## src/rtl/core/pwm_slot_attach_router_macros.svh

```systemverilog
// Assertion macros for the PWM slot attach router.
// Included by the top level; assertions vanish when SYNTHESIS is defined.
`ifndef PWM_SLOT_ATTACH_ROUTER_MACROS_SVH
`define PWM_SLOT_ATTACH_ROUTER_MACROS_SVH

`ifndef SYNTHESIS
// Property that must hold on every clock edge outside reset.
`define PSAR_ASSERT(label, clk, rstn, prop) \
    label: assert property (@(posedge clk) disable iff (!rstn) (prop)) \
        else $error("pwm_slot_attach_router: check failed");
// Antecedent implies consequent in the same cycle.
`define PSAR_IMPLIES(label, clk, rstn, ante, cons) \
    label: assert property (@(posedge clk) disable iff (!rstn) (ante) |-> (cons)) \
        else $error("pwm_slot_attach_router: implication failed");
`else
`define PSAR_ASSERT(label, clk, rstn, prop)
`define PSAR_IMPLIES(label, clk, rstn, ante, cons)
`endif

`endif

```

## src/rtl/core/pwm_sar_pkg.sv

```systemverilog
// Shared types and constants for the PWM slot attach router.
// No dependencies.
package pwm_sar_pkg;

    localparam int DUTY_OUT_W = 10;

    localparam logic [1:0] ACT_IGNORED = 2'd0;
    localparam logic [1:0] ACT_LEVEL   = 2'd1;
    localparam logic [1:0] ACT_PWM     = 2'd2;

    localparam logic [6:0] PCT_MAX = 7'd100;

    typedef struct packed {
        logic       func;
        logic [3:0] channel;
        logic       level_on;
        logic [7:0] duty_percent;
    } cmd_t;

    typedef struct packed {
        logic [1:0]            action;
        logic [3:0]            out_channel;
        logic [2:0]            pwm_slot;
        logic                  newly_bound;
        logic                  level;
        logic [DUTY_OUT_W-1:0] duty;
    } result_t;

endpackage

```

## src/rtl/core/pwm_sar_ram.sv

```systemverilog
// Generic single-port-write, single-read RAM with registered read data.
// No dependencies.
module pwm_sar_ram #(
    parameter int WIDTH = 8,
    parameter int DEPTH = 16
) (
    clk,
    we,
    waddr,
    wdata,
    raddr,
    rdata
);
    localparam int AW = (DEPTH > 1) ? $clog2(DEPTH) : 1;

    input  logic             clk;
    input  logic             we;
    input  logic [AW-1:0]    waddr;
    input  logic [WIDTH-1:0] wdata;
    input  logic [AW-1:0]    raddr;
    output logic [WIDTH-1:0] rdata;

    logic [WIDTH-1:0] mem [DEPTH];

    always_ff @(posedge clk)
    begin
        if (we)
        begin
            mem[waddr] <= wdata;
        end
        rdata <= mem[raddr];
    end

endmodule

```

## src/rtl/core/pwm_slot_attach_router.sv

```systemverilog
// PWM slot attach router.
// Command start/busy in, one result per command out with a done strobe.
// Uses the channel binding memory (pwm_sar_ram) and the shared package.
//
// Assert start with a command on cmd while busy is low; the command is taken
// at that edge. The binding memory is read in that same cycle and the command
// is resolved in the next one, when busy is high. The result appears on result
// with done high for exactly one cycle, the cycle after busy; busy has fallen
// by then, so a new command may be taken in the same cycle that done is shown.
// A new command is not taken while the last one is being resolved: the binding
// memory read data is registered ahead of the read-modify-write.
// A dimming command for an unbound channel takes the next free slot (slots are
// never released, so this is the slot count); with the pool exhausted the
// channel is driven plainly on. Channels at or above NUM_OUTPUTS are ignored.
// Reset clears the per-channel bound flags and the slot count at once; the
// memory needs no clearing pass, entries are only read behind a set flag.
// The receiver cannot stall: done is not held, results are not buffered.
module pwm_slot_attach_router #(
    parameter int NUM_OUTPUTS   = 12,
    parameter int NUM_PWM_SLOTS = 8,
    parameter int DUTY_BITS     = 10
) (
    input  logic                  clk,
    input  logic                  rst_n,
    input  logic                  start,
    output logic                  busy,
    input  pwm_sar_pkg::cmd_t     cmd,
    output logic                  done,
    output pwm_sar_pkg::result_t  result
);
    import pwm_sar_pkg::*;

`include "pwm_slot_attach_router_macros.svh"

    localparam int CH_AW    = (NUM_OUTPUTS > 1) ? $clog2(NUM_OUTPUTS) : 1;
    localparam int SLOT_W   = (NUM_PWM_SLOTS > 1) ? $clog2(NUM_PWM_SLOTS) : 1;
    localparam int CNT_W    = $clog2(NUM_PWM_SLOTS + 1);
    localparam int unsigned DUTY_FULL = (32'd1 << DUTY_BITS) - 32'd1;

    localparam logic ST_IDLE = 1'b0;
    localparam logic ST_EXEC = 1'b1;

    logic                 state_reg, state_next;
    cmd_t                 cmd_reg;
    logic [NUM_OUTPUTS-1:0] bound_reg, bound_next;
    logic [CNT_W-1:0]     slots_used_reg, slots_used_next;
    logic                 done_reg;
    result_t              result_reg, result_next;

    logic                 accept;
    logic                 bind_we;
    logic [SLOT_W-1:0]    bind_rdata;
    logic [SLOT_W-1:0]    new_slot;
    logic [CH_AW-1:0]     ch_idx;
    logic                 in_range;
    logic                 is_bound;
    logic                 pool_free;
    logic [6:0]           pct_c;

    // Percent to duty, worked out at elaboration
    logic [DUTY_OUT_W-1:0] duty_lut [101];

    for (genvar g = 0; g <= 100; g++)
    begin : g_duty
        localparam int unsigned VAL = (DUTY_FULL * g) / 100;
        assign duty_lut[g] = DUTY_OUT_W'(VAL);
    end

    assign accept = start && (state_reg == ST_IDLE);
    assign busy   = (state_reg == ST_EXEC);
    assign done   = done_reg;
    assign result = result_reg;

    assign ch_idx    = cmd_reg.channel[CH_AW-1:0];
    assign in_range  = ({1'b0, cmd_reg.channel} < 5'(NUM_OUTPUTS));
    assign is_bound  = in_range && bound_reg[ch_idx];
    assign pool_free = (slots_used_reg < CNT_W'(NUM_PWM_SLOTS));
    assign new_slot  = slots_used_reg[SLOT_W-1:0];
    assign pct_c     = (cmd_reg.duty_percent > {1'b0, PCT_MAX}) ? PCT_MAX
                                                                : cmd_reg.duty_percent[6:0];

    pwm_sar_ram #(
        .WIDTH (SLOT_W),
        .DEPTH (NUM_OUTPUTS)
    ) u_bind_ram (
        .clk   (clk),
        .we    (bind_we),
        .waddr (ch_idx),
        .wdata (new_slot),
        .raddr (cmd.channel[CH_AW-1:0]),
        .rdata (bind_rdata)
    );

    always_comb
    begin
        state_next      = state_reg;
        bound_next      = bound_reg;
        slots_used_next = slots_used_reg;
        bind_we         = 1'b0;
        result_next     = '0;
        result_next.out_channel = cmd_reg.channel;

        case (state_reg)
            ST_IDLE:
            begin
                if (accept)
                begin
                    state_next = ST_EXEC;
                end
            end
            ST_EXEC:
            begin
                state_next = ST_IDLE;
                if (in_range)
                begin
                    if (!cmd_reg.func)
                    begin
                        if (is_bound)
                        begin
                            result_next.action   = ACT_PWM;
                            result_next.pwm_slot = 3'(bind_rdata);
                            result_next.duty     = cmd_reg.level_on ? DUTY_OUT_W'(DUTY_FULL)
                                                                    : '0;
                        end
                        else
                        begin
                            result_next.action = ACT_LEVEL;
                            result_next.level  = cmd_reg.level_on;
                        end
                    end
                    else if (is_bound)
                    begin
                        result_next.action   = ACT_PWM;
                        result_next.pwm_slot = 3'(bind_rdata);
                        result_next.duty     = duty_lut[pct_c];
                    end
                    else if (pool_free)
                    begin
                        // first dimming transfer for this channel: take the next slot
                        bind_we                = 1'b1;
                        bound_next[ch_idx]     = 1'b1;
                        slots_used_next        = slots_used_reg + CNT_W'(1);
                        result_next.action     = ACT_PWM;
                        result_next.pwm_slot   = 3'(new_slot);
                        result_next.newly_bound = 1'b1;
                        result_next.duty       = duty_lut[pct_c];
                    end
                    else
                    begin
                        // pool exhausted: fail safe on
                        result_next.action = ACT_LEVEL;
                        result_next.level  = 1'b1;
                    end
                end
            end
            default:
            begin
                state_next = ST_IDLE;
            end
        endcase
    end

    always_ff @(posedge clk or negedge rst_n)
    begin
        if (!rst_n)
        begin
            state_reg      <= ST_IDLE;
            bound_reg      <= '0;
            slots_used_reg <= '0;
            done_reg       <= 1'b0;
        end
        else
        begin
            state_reg      <= state_next;
            bound_reg      <= bound_next;
            slots_used_reg <= slots_used_next;
            done_reg       <= (state_reg == ST_EXEC);
        end
    end

    always_ff @(posedge clk)
    begin
        if (accept)
        begin
            cmd_reg <= cmd;
        end
        if (state_reg == ST_EXEC)
        begin
            result_reg <= result_next;
        end
    end

    `PSAR_ASSERT(a_slot_count_bound, clk, rst_n, slots_used_reg <= CNT_W'(NUM_PWM_SLOTS))
    `PSAR_ASSERT(a_done_not_busy, clk, rst_n, !(done && busy))
    `PSAR_IMPLIES(a_done_after_exec, clk, rst_n, done, $past(busy))
    `PSAR_IMPLIES(a_new_bind_is_pwm, clk, rst_n, done && result.newly_bound, result.action == ACT_PWM)

endmodule
```

## config.mk

```make
export PLATFORM = sky130hd
export DESIGN_NAME = pwm_slot_attach_router
export DESIGN_NICKNAME = d
export VERILOG_FILES = /design/src/rtl/core/pwm_sar_pkg.sv /design/src/rtl/core/pwm_sar_ram.sv /design/src/rtl/core/pwm_slot_attach_router.sv
export VERILOG_INCLUDE_DIRS = /design/src /design/src/rtl/core
export SDC_FILE = /design/constraint.sdc
export NUM_CORES = 1
export LEC_CHECK = 0
export BUFFER_PORTS_ARGS = -buffer_cell sky130_fd_sc_hd__buf_2
export CAP_MARGIN = 15
export CELL_PAD_IN_SITES_DETAIL_PLACEMENT = 0
export CELL_PAD_IN_SITES_GLOBAL_PLACEMENT = 2
export CORE_ASPECT_RATIO = 2
export CORE_MARGIN = 2
export CORE_UTILIZATION = 44
export CTS_CLUSTER_SIZE = 30
export DETAILED_ROUTE_END_ITERATION = 8
export PLACE_DENSITY = 0.93
export SYNTH_ARGS = -nofsm -noshare
export SYNTH_HDL_FRONTEND = slang
export SYNTH_SLANG_ARGS = --single-unit
```

## constraint.sdc

```tcl
create_clock -name clk -period 6.76 [get_ports clk]
set_input_delay 1.352 -clock clk [delete_from_list [all_inputs] [get_ports clk]]
set_output_delay 1.352 -clock clk [all_outputs]
set_load 0.05 [all_outputs]
```

==> flow_summary.ini, run 1 <==
[clocking]
cts_resized = 0
clk_pin_slew_ps = 80
h-tree-depth = 3
clock-sinks = 92
cts_setup_buffers = 0
numCtsBuffers = 9
clock_path_buffers = 2
cts_tree = yes
cts_root_buffer = clkbuf_16
hold_buffers = 0
clk_latency_ps = 360

[timing]
final_max_slew_viol_count = 0
slew_headroom = 0.3556
setup_ws_ps = 3133
min_period_over_period = 0.5365
setup_viol = 0
skew_ps = 20.91
fin_tns_setup_ps = 0
final_hold_viol_count = 0
rsz0062_at_grt = false
fmax_mhz = 275.7
hold_ws_ps = 467.1
min_period_ps = 3627
worstMarginPinSlew_ps = 965.5

[flow_run]
cap_violations = 0

[detailed_routing]
finalWirelength_mm = 17.01
route.detailed.drc = 0
ant_nets = 0
first_pass_iters = 5
drtIter0Drc = 499
vias_per_cell = 6.648
via_count = 4288
wl_per_cell_um = 26.37

[worst_setup_path]
crit_type = reg -> reg
worstPathCellList = buf_4 > or3_4 > a21oi_4 > nand2_1 > ha_1 > nand2_1 > o21ai_0 > a221oi_1 > o31ai_1 > a211o_1 > o211ai_1
cp-end-kind = register
crit_path_max_fanout = 37
cp_data_required_time_ps = 6950
critPathArrivalTime_ps = 3820
crit_slowest_cell = ha_1
crit_top_cell = nand2_1
cpPeakStageDelay_ps = 570
start_kind = register

[synthesis]
avgSynthCellArea_um2 = 11.12
synth-seq-cells = 92
ys.flop_type = edfxtp_1
synth-seq-area-share = 0.5004
async_flop_share = 0.1957
syn_area_um2 = 5281
yosys.area.top_type = edfxtp_1
yosys-top-cells-count = 71 x edfxtp_1, 36 x o21ai_0, 34 x nor2_1, 31 x nand2_1, 19 x a21oi_1
yosysMostFrequentCell = edfxtp_1
synth-edff-count = 71
yosysTopAreaCellShare = 0.4037
yosys_warnings = 0
ys_types = 77
yosys-top-cells-area = edfxtp_1 40%, dfrtp_1 8.5%, mux4_2 6.0%, o21ai_0 3.4%, ha_1 2.8%
synthesis.instances = 475
synth_fp_nets = 504

[place]
portBuffers = 39
place_ws_ps = 3208
gp_congestion = 1.010
dp_hpwl_mm = 12.47

[grt]
antenna_found_initial = 0
grt_pass1_wl_mm = 25.56
grt_pass1_vias = 4401
grt_max_degree = 41
grt_overflow_total = 0
gr-usage-all-layers = 0.2774

[min_path]
min-delay-path-class = reg -> reg

[floorplanning]
die_y_um = 158.9
core_um2 = 11700
die_area_um2 = 12950
ioPinCount = 40
row_count = 56
initial_utilization = 0.4513
chipWidth_um = 81.47

[final_layout]
drive_above_1_share = 0.2200
nFillCells = 1064
fin_util = 0.4962
area_growth_pct = 9.927
antenna_cells = 0
fin_nets = 524
largest_reg_flops = 36

[power_and_ir_drop]
p_leak_nw = 2.128
powerDensity_nw_per_um2 = 275.1
vdd.ir_drop.worst_uv = 230.5

[run_status]
status = finished, final reports clean
[placed cells by master (no fill, tap or decap), types with 14 or more instances in the layout]
cell type,instances
dfrtp_1,18
nor2_1,33
o21ai_0,36
a31oi_1,15
mux4_2,14
a21oi_1,19
buf_2,39
nand2_1,31
edfxtp_1,71
[where the power goes]
part	switching [mW]	internal (mW)
combinational	0.220	0.119
clock	0.220	0.249
sequential	0.0790	0.709
total	0.519	1.08
[layer usage]
layer,track usage,share of wire,routed length [um]
met3,0.05215,0.048,816
met4,0.2034,0.078,1334
met2,0.5026,0.57,9613
met5,0,0,0
met1,0.2606,0.31,5242
[through the flow]
| step | area [um^2] | std cells | power [mW] |
|---|---|---|---|
| 3_5_place_dp | 5537 | 629 | 1.135 |
| 3_3_place_gp | 5537 | 629 | 1.126 |
| 2_1_floorplan | 5281 | 475 | 1.017 |
| 6_report | 5806 | 645 | 1.597 |
| 4_1_cts | 5806 | 645 | 1.602 |
| 5_1_grt | 5806 | 645 | 1.659 |
[cell families (layout without fill, tap and decap cells)]
kind of cell / Yosys count / in the layout / synth area share
AOI/OAI and AO/OA: 143 / 143 / 0.1893
xor gates and xnor gates: 4 / 4 / 0.006635
adders and majority gates: 12 / 12 / 0.02843
buffers and inverters: 51 / 76 / 0.04406
DFF: 92 / 92 / 0.5004
muxes: 24 / 24 / 0.08150
and+or+nand+nor: 149 / 149 / 0.1497
[cell type report]
type                    instances  area, um^2  area share
clock buffers                  10       229.0     0.03944
clock inverters                 6       40.04    0.006897
inverters                      13       48.80    0.008405
multi-input cells             332        2409      0.4149
flip-flops and latches         92        2643      0.4552
well taps                     145       181.4     0.03125
repair buffers                 47       255.2     0.04397
[critical path, delay by kind of cell (launching register included)]
kind,cells,cell delay (ps)
buffers and inverters,1,260
adder cells (fa/ha/maj),1,570
AND/OR/NAND/NOR,3,850
flip-flops,1,360
AO/OA/AOI/OAI,6,1410
[worst paths after layout]
| check | start | end | slack [ps] | cells past startpoint |
|---|---|---|---|---|
| hold reg to reg | bound_reg[9]$_DFFE_PN0P_ | bound_reg[9]$_DFFE_PN0P_ | 470 | 1 |
| setup / recovery | cmd_reg[4]$_DFFE_PP_ | result[4]$_SDFFCE_PP0P_ | 3130 | 11 |
| min in group asynchronous | rst_n | slots_used_reg[3]$_DFFE_PN0P_ | 940 | 1 |
| setup reg to reg | cmd_reg[4]$_DFFE_PP_ | result[4]$_SDFFCE_PP0P_ | 3130 | 11 |
| hold / removal | bound_reg[9]$_DFFE_PN0P_ | bound_reg[9]$_DFFE_PN0P_ | 470 | 1 |
| max in group asynchronous | rst_n | bound_reg[7]$_DFFE_PN0P_ | 5480 | 1 |
Note: power is estimated with default switching activity, not from simulation.
==> inputs of run 2 (changes only) <==
--- a/config.mk
+++ b/config.mk
@@ -6,16 +6,17 @@
 export SDC_FILE = /design/constraint.sdc
 export NUM_CORES = 1
 export LEC_CHECK = 0
+export ABC_AREA = 1
 export BUFFER_PORTS_ARGS = -buffer_cell sky130_fd_sc_hd__buf_2
 export CAP_MARGIN = 15
 export CELL_PAD_IN_SITES_DETAIL_PLACEMENT = 0
 export CELL_PAD_IN_SITES_GLOBAL_PLACEMENT = 2
 export CORE_ASPECT_RATIO = 2
 export CORE_MARGIN = 2
-export CORE_UTILIZATION = 44
+export CORE_UTILIZATION = 37
 export CTS_CLUSTER_SIZE = 30
 export DETAILED_ROUTE_END_ITERATION = 8
-export PLACE_DENSITY = 0.93
+export PLACE_DENSITY = 0.87
 export SYNTH_ARGS = -nofsm -noshare
 export SYNTH_HDL_FRONTEND = slang
 export SYNTH_SLANG_ARGS = --single-unit
==> constraint.sdc (replaced) <==
create_clock -name clk -period 3.4 [get_ports clk]
set_input_delay 0.68 -clock clk [delete_from_list [all_inputs] [get_ports clk]]
set_output_delay 0.68 -clock clk [all_outputs]
set_load 0.05 [all_outputs]
==> flow_summary.ini, run 2 <==
[place]
place_ws_ps = 451.3
dp_hpwl_mm = 12.65
portBuffers = 39
dp_cells = 776
placed_area_um2 = 5423
gp_congestion = 0.9585

[clocking]
cts_root_buffer = clkbuf_16
hold_buffers = 0
h-tree-depth = 3
numCtsBuffers = 9
cts_setup_buffers = 0
cts_resized = 0
clock_path_buffers = 2
cts_tree = yes
clock-sinks = 92
clk_latency_ps = 340
clk_pin_slew_ps = 70

[synthesis]
synth-seq-cells = 92
yosys.area.top_type = edfxtp_1
yosysTopAreaCellShare = 0.4199
yosys_warnings = 0
async_flop_share = 0.1957
avgSynthCellArea_um2 = 8.577
yosys-top-cells-area = edfxtp_1 42%, nand2_1 10%, nand3_1 9.6%, dfrtp_1 8.9%, inv_1 4.8%
syn_area_um2 = 5077
yosysMostFrequentCell = nand2_1
synth-seq-area-share = 0.5205
synth_fp_nets = 621
yosys-top-cells-count = 142 x nand2_1, 97 x nand3_1, 71 x edfxtp_1, 65 x inv_1, 38 x o21ai_0
synthesis.instances = 592
ys.flop_type = edfxtp_1
ys_types = 31
synth-edff-count = 71

[grt]
grt_max_degree = 33
antenna_found_initial = 0
grt_pass1_vias = 4418
grt_pass1_wl_mm = 24.44
grt_overflow_total = 0
gr-usage-all-layers = 0.2278

[final_layout]
final_cell_mix = 142 x nand2_1, 97 x nand3_1, 71 x edfxtp_1
area_growth_pct = 12.67
fin_util = 0.4257
fin_nets = 661
largest_reg_flops = 36
antenna_cells = 0
layout_commonest_cell = nand2_1
final_cell_area_um2 = 5720
drive_above_1_share = 0.1399
instances_no_fill = 791

[power_and_ir_drop]
internal-power_mw = 2.144
clockPowerShare = 0.318
p_switching_mw = 0.9997
combPwrFrac = 0.202
p_leak_nw = 2.544
powerDensity_nw_per_um2 = 549.6
switching_share = 0.3180
power_mw = 3.144
seqPwrFrac = 0.480
vdd.ir_drop.worst_uv = 487.5

[timing]
slew_headroom = 0.6290
min_period_over_period = 0.8716
worstMarginPinSlew_ps = 552.9
final_max_slew_viol_count = 0
fin_tns_setup_ps = 0
rsz0062_at_grt = false
final_hold_viol_count = 0
skew_ps = 6.674
fmax_mhz = 337.4
min_period_ps = 2964
hold_ws_ps = 271.1
setup_ws_ps = 436.4
setup_viol = 0

[floorplanning]
core_um2 = 13440
initial_utilization = 0.3778
die_y_um = 169.7
die_area_um2 = 14730
ioPinCount = 40
chipWidth_um = 86.84
row_count = 60

[worst_setup_path]
start_kind = register
cp_num_buf_inv = 2
worstPathCellList = inv_1 > nand2_2 > nor2_2 > nand2_2 > nand2_4 > nand2_1 > inv_1 > ha_1 > nand3_2 > nand2_1 > nand2_1 > nand2_1 > nand2_1 > nand3_1 > nand3_1 > nand2_1 > nand2_1 > nand2_1
critPathArrivalTime_ps = 3160
cp_data_required_time_ps = 3590
cp-end-kind = register
cpPeakStageDelay_ps = 430
crit_family = simple AND/OR/NAND/NOR gates
crit_type = reg -> reg
crit_top_cell = nand2_1
crit_slowest_cell = edfxtp_1
crit_path_max_fanout = 10

[detailed_routing]
first_pass_iters = 5
via_count = 4355
wl_per_cell_um = 20.38
route.detailed.drc = 0
drtIter0Drc = 267
vias_per_cell = 5.506
ant_nets = 0
finalWirelength_mm = 16.12

[flow_run]
cap_violations = 0

[min_path]
min-delay-path-class = in -> async

[run_status]
status = finished, final reports clean
run 2: changes by cell type in the layout (fill, tap and decap cells not counted), moves of 6 or more:
cell | previous run | this run
nand2_1 | 31 | 142
nand3_1 | 12 | 97
inv_1 | 12 | 65
mux4_2 | 14 | 0
or2_2 | 12 | 0
a31oi_1 | 15 | 5
o21ai_1 | 3 | 13
nor2b_1 | 8 | 0
inv_2 | 1 | 8
nand2b_1 | 7 | 0
o22ai_1 | 0 | 6
run 2: cell families after synthesis:
group / count (synthesis) / share of synthesized area
simple gates: 296 / 0.2592
compound gates: 90 / 0.09709
fa+ha+maj: 12 / 0.02957
flops: 92 / 0.5205
mux: 5 / 0.009857
buf+inv: 95 / 0.08033
xor+xnor: 2 / 0.003451
run 2: final timing paths:
| check | cells after the start | to | slack, ps | start |
|---|---|---|---|---|
| hold / removal | 1 | slots_used_reg[0]$_DFFE_PN0P_ | 270 | rst_n |
| min in group clk | 2 | bound_reg[10]$_DFFE_PN0P_ | 460 | bound_reg[10]$_DFFE_PN0P_ |
| setup reg to reg | 18 | result[1]$_SDFFCE_PP0P_ | 440 | cmd_reg[1]$_DFFE_PP_ |
| max in group asynchronous | 1 | bound_reg[6]$_DFFE_PN0P_ | 2820 | rst_n |
| hold reg to reg | 2 | bound_reg[10]$_DFFE_PN0P_ | 460 | bound_reg[10]$_DFFE_PN0P_ |
| setup / recovery | 18 | result[1]$_SDFFCE_PP0P_ | 440 | cmd_reg[1]$_DFFE_PP_ |
run 2: cell type report:
type / instances / area [um^2]
Fill cell: 1347 / 7717
Clock inverter: 6 / 72.57
Inverter: 73 / 274.0
Multi-Input combinational cell: 405 / 2027
Clock buffer: 9 / 225.2
Tap cell: 155 / 193.9
Timing Repair Buffer: 51 / 285.3
Sequential cell: 92 / 2643
run 2: power by group through the flow:
stage               Clock, mW  Combinational, mW  Sequential (mW)
global route             1.06              0.699             1.53
finish                   1.00              0.634             1.51
CTS                      1.03              0.635             1.51
global placement            0              0.630             1.53
detailed placement          0              0.633             1.54
floorplan                   0              0.357             1.58
run 2: metal layers:
layer / global-route usage / vias up / wire length (um)
li1: - / 2075 / -
met1: 0.2043 / 2095 / 5148
met2: 0.4524 / 141 / 9516
met3: 0.02918 / 44 / 502
met4: 0.1393 / 0 / 952
met5: 0 / - / 0
==> inputs of run 3 (changes only) <==
--- a/config.mk
+++ b/config.mk
@@ -17,6 +17,7 @@
 export CTS_CLUSTER_SIZE = 30
 export DETAILED_ROUTE_END_ITERATION = 8
 export PLACE_DENSITY = 0.87
+export SKIP_LAST_GASP = 1
 export SYNTH_ARGS = -nofsm -noshare
 export SYNTH_HDL_FRONTEND = slang
 export SYNTH_SLANG_ARGS = --single-unit
==> constraint.sdc (replaced) <==
create_clock -name clk -period 3.4 [get_ports clk]
set_input_delay 0.68 -clock clk [delete_from_list [all_inputs] [get_ports clk]]
set_output_delay 0.68 -clock clk [all_outputs]
set_load 0.02 [all_outputs]
==> flow_summary.ini, run 3 (synthesis gave the netlist of run 2 again) <==
[timing]
setup_viol = 0
fin_tns_setup_ps = 0
final_max_slew_viol_count = 0
min_period_over_period = 0.8902
final_hold_viol_count = 0
fmax_mhz = 330.4
setup_ws_ps = 373.4
slew_headroom = 0.6242
rsz0062_at_grt = false
min_period_ps = 3027
hold_ws_ps = 276.9
skew_ps = 6.811
worstMarginPinSlew_ps = 563.7

[grt]
grt_overflow_total = 0
grt_max_degree = 33
gr-usage-all-layers = 0.2303
grt_pass1_vias = 4463
grt_pass1_wl_mm = 25.01
antenna_found_initial = 0

[clocking]
h-tree-depth = 3
clock-sinks = 92
cts_resized = 0
hold_buffers = 0
clock_path_buffers = 2
numCtsBuffers = 9
cts_tree = yes
clk_latency_ps = 340
cts_root_buffer = clkbuf_16
cts_setup_buffers = 0
clk_pin_slew_ps = 70

[detailed_routing]
finalWirelength_mm = 15.97
first_pass_iters = 4
ant_nets = 0
wl_per_cell_um = 20.16
via_count = 4303
drtIter0Drc = 292
route.detailed.drc = 0
vias_per_cell = 5.433

[final_layout]
area_growth_pct = 12.22
nFillCells = 1379
layout_commonest_cell = nand2_1
fin_util = 0.4240
final_cell_area_um2 = 5698
drive_above_1_share = 0.1381
regArea_um2 = 2643
antenna_cells = 0
fin_nets = 661
largest_reg_flops = 36
final_cell_mix = 142 x nand2_1, 97 x nand3_1, 71 x edfxtp_1
multi_input_area_um2 = 2027
instances_no_fill = 792

[worst_setup_path]
worstRegToRegCells = 18
r2r_slack_ps = 370
cp-end-kind = register
crit_slowest_cell = edfxtp_1
worstPathCellList = inv_1 > nand2_2 > nor2_2 > nand2_2 > nand2_4 > nand2_1 > ha_1 > inv_1 > nand2_1 > nand3_1 > a21oi_1 > nand2_1 > nand2_1 > nand2_1 > nand3_1 > nand2_1 > nand2_1 > nand2_1
crit_type = reg -> reg
cpPeakStageDelay_ps = 430
start_kind = register
critPathArrivalTime_ps = 3110
crit_top_cell = nand2_1
cp_data_required_time_ps = 3480
crit_path_max_fanout = 10

[floorplanning]
row_count = 60
initial_utilization = 0.3778
chipWidth_um = 86.84
core_um2 = 13440
die_area_um2 = 14730
die_y_um = 169.7
ioPinCount = 40

[flow_run]
cap_violations = 0

[power_and_ir_drop]
powerDensity_nw_per_um2 = 528.8
power_mw = 3.013
vdd.ir_drop.worst_uv = 554.9
p_leak_nw = 2.528

[place]
place_ws_ps = 451.3
dp_hpwl_mm = 12.58
dp_cells = 776
placed_area_um2 = 5423
portBuffers = 39
gp_congestion = 0.9561

[min_path]
min-delay-path-class = in -> async

[run_status]
status = finished, final reports clean
## run 3: changes by cell type in the layout (fill, tap and decap cells not counted)
cell,delta
clkinv_1,+1
clkbuf_1,+1
inv_6,+1
bufinv_16,-1
clkinvlp_4,+1
clkinv_2,-1
inv_8,-1
## run 3: cell type report
class / count / area share
Sequential cell: 92 / 0.4638
Multi-Input combinational cell: 405 / 0.3557
Timing Repair Buffer: 51 / 0.05007
Inverter: 73 / 0.04809
Clock buffer: 10 / 0.04018
Tap cell: 155 / 0.03404
Clock inverter: 6 / 0.008125
## run 3: report_power, final
group	switching (mW)	internal [mW]
clock	0.429	0.502
combinational	0.400	0.175
sequential	0.113	1.39
## run 3: routing by layer
metal / track usage / share of wire / wire length [um] / vias up
met5: 0 / 0 / 0 / -
met4: 0.1264 / 0.052 / 824 / 0
met3: 0.02091 / 0.024 / 388 / 44
met2: 0.4627 / 0.60 / 9576 / 130
met1: 0.2135 / 0.32 / 5181 / 2056
li1: - / - / - / 2073
## run 3: path summary, 6_finish.rpt
kind	startpoint	to
max	cmd_reg[1]$_DFFE_PP_	result[4]$_SDFFCE_PP0P_
min	rst_n	slots_used_reg[1]$_DFFE_PN0P_
max reg2reg	cmd_reg[1]$_DFFE_PP_	result[4]$_SDFFCE_PP0P_
min reg2reg	bound_reg[10]$_DFFE_PN0P_	bound_reg[10]$_DFFE_PN0P_
max in group asynchronous	rst_n	bound_reg[11]$_DFFE_PN0P_
min in group clk	bound_reg[10]$_DFFE_PN0P_	bound_reg[10]$_DFFE_PN0P_
## run 3: worst max-delay path, delay by kind of cell, from the launching register on
family                     cells  cell delay [ps]
and+or+nand+nor               14             1460
DFF                            1              430
adders and majority gates      1              410
buffers and inverters          2              280
AOI/OAI and AO/OA              1              190
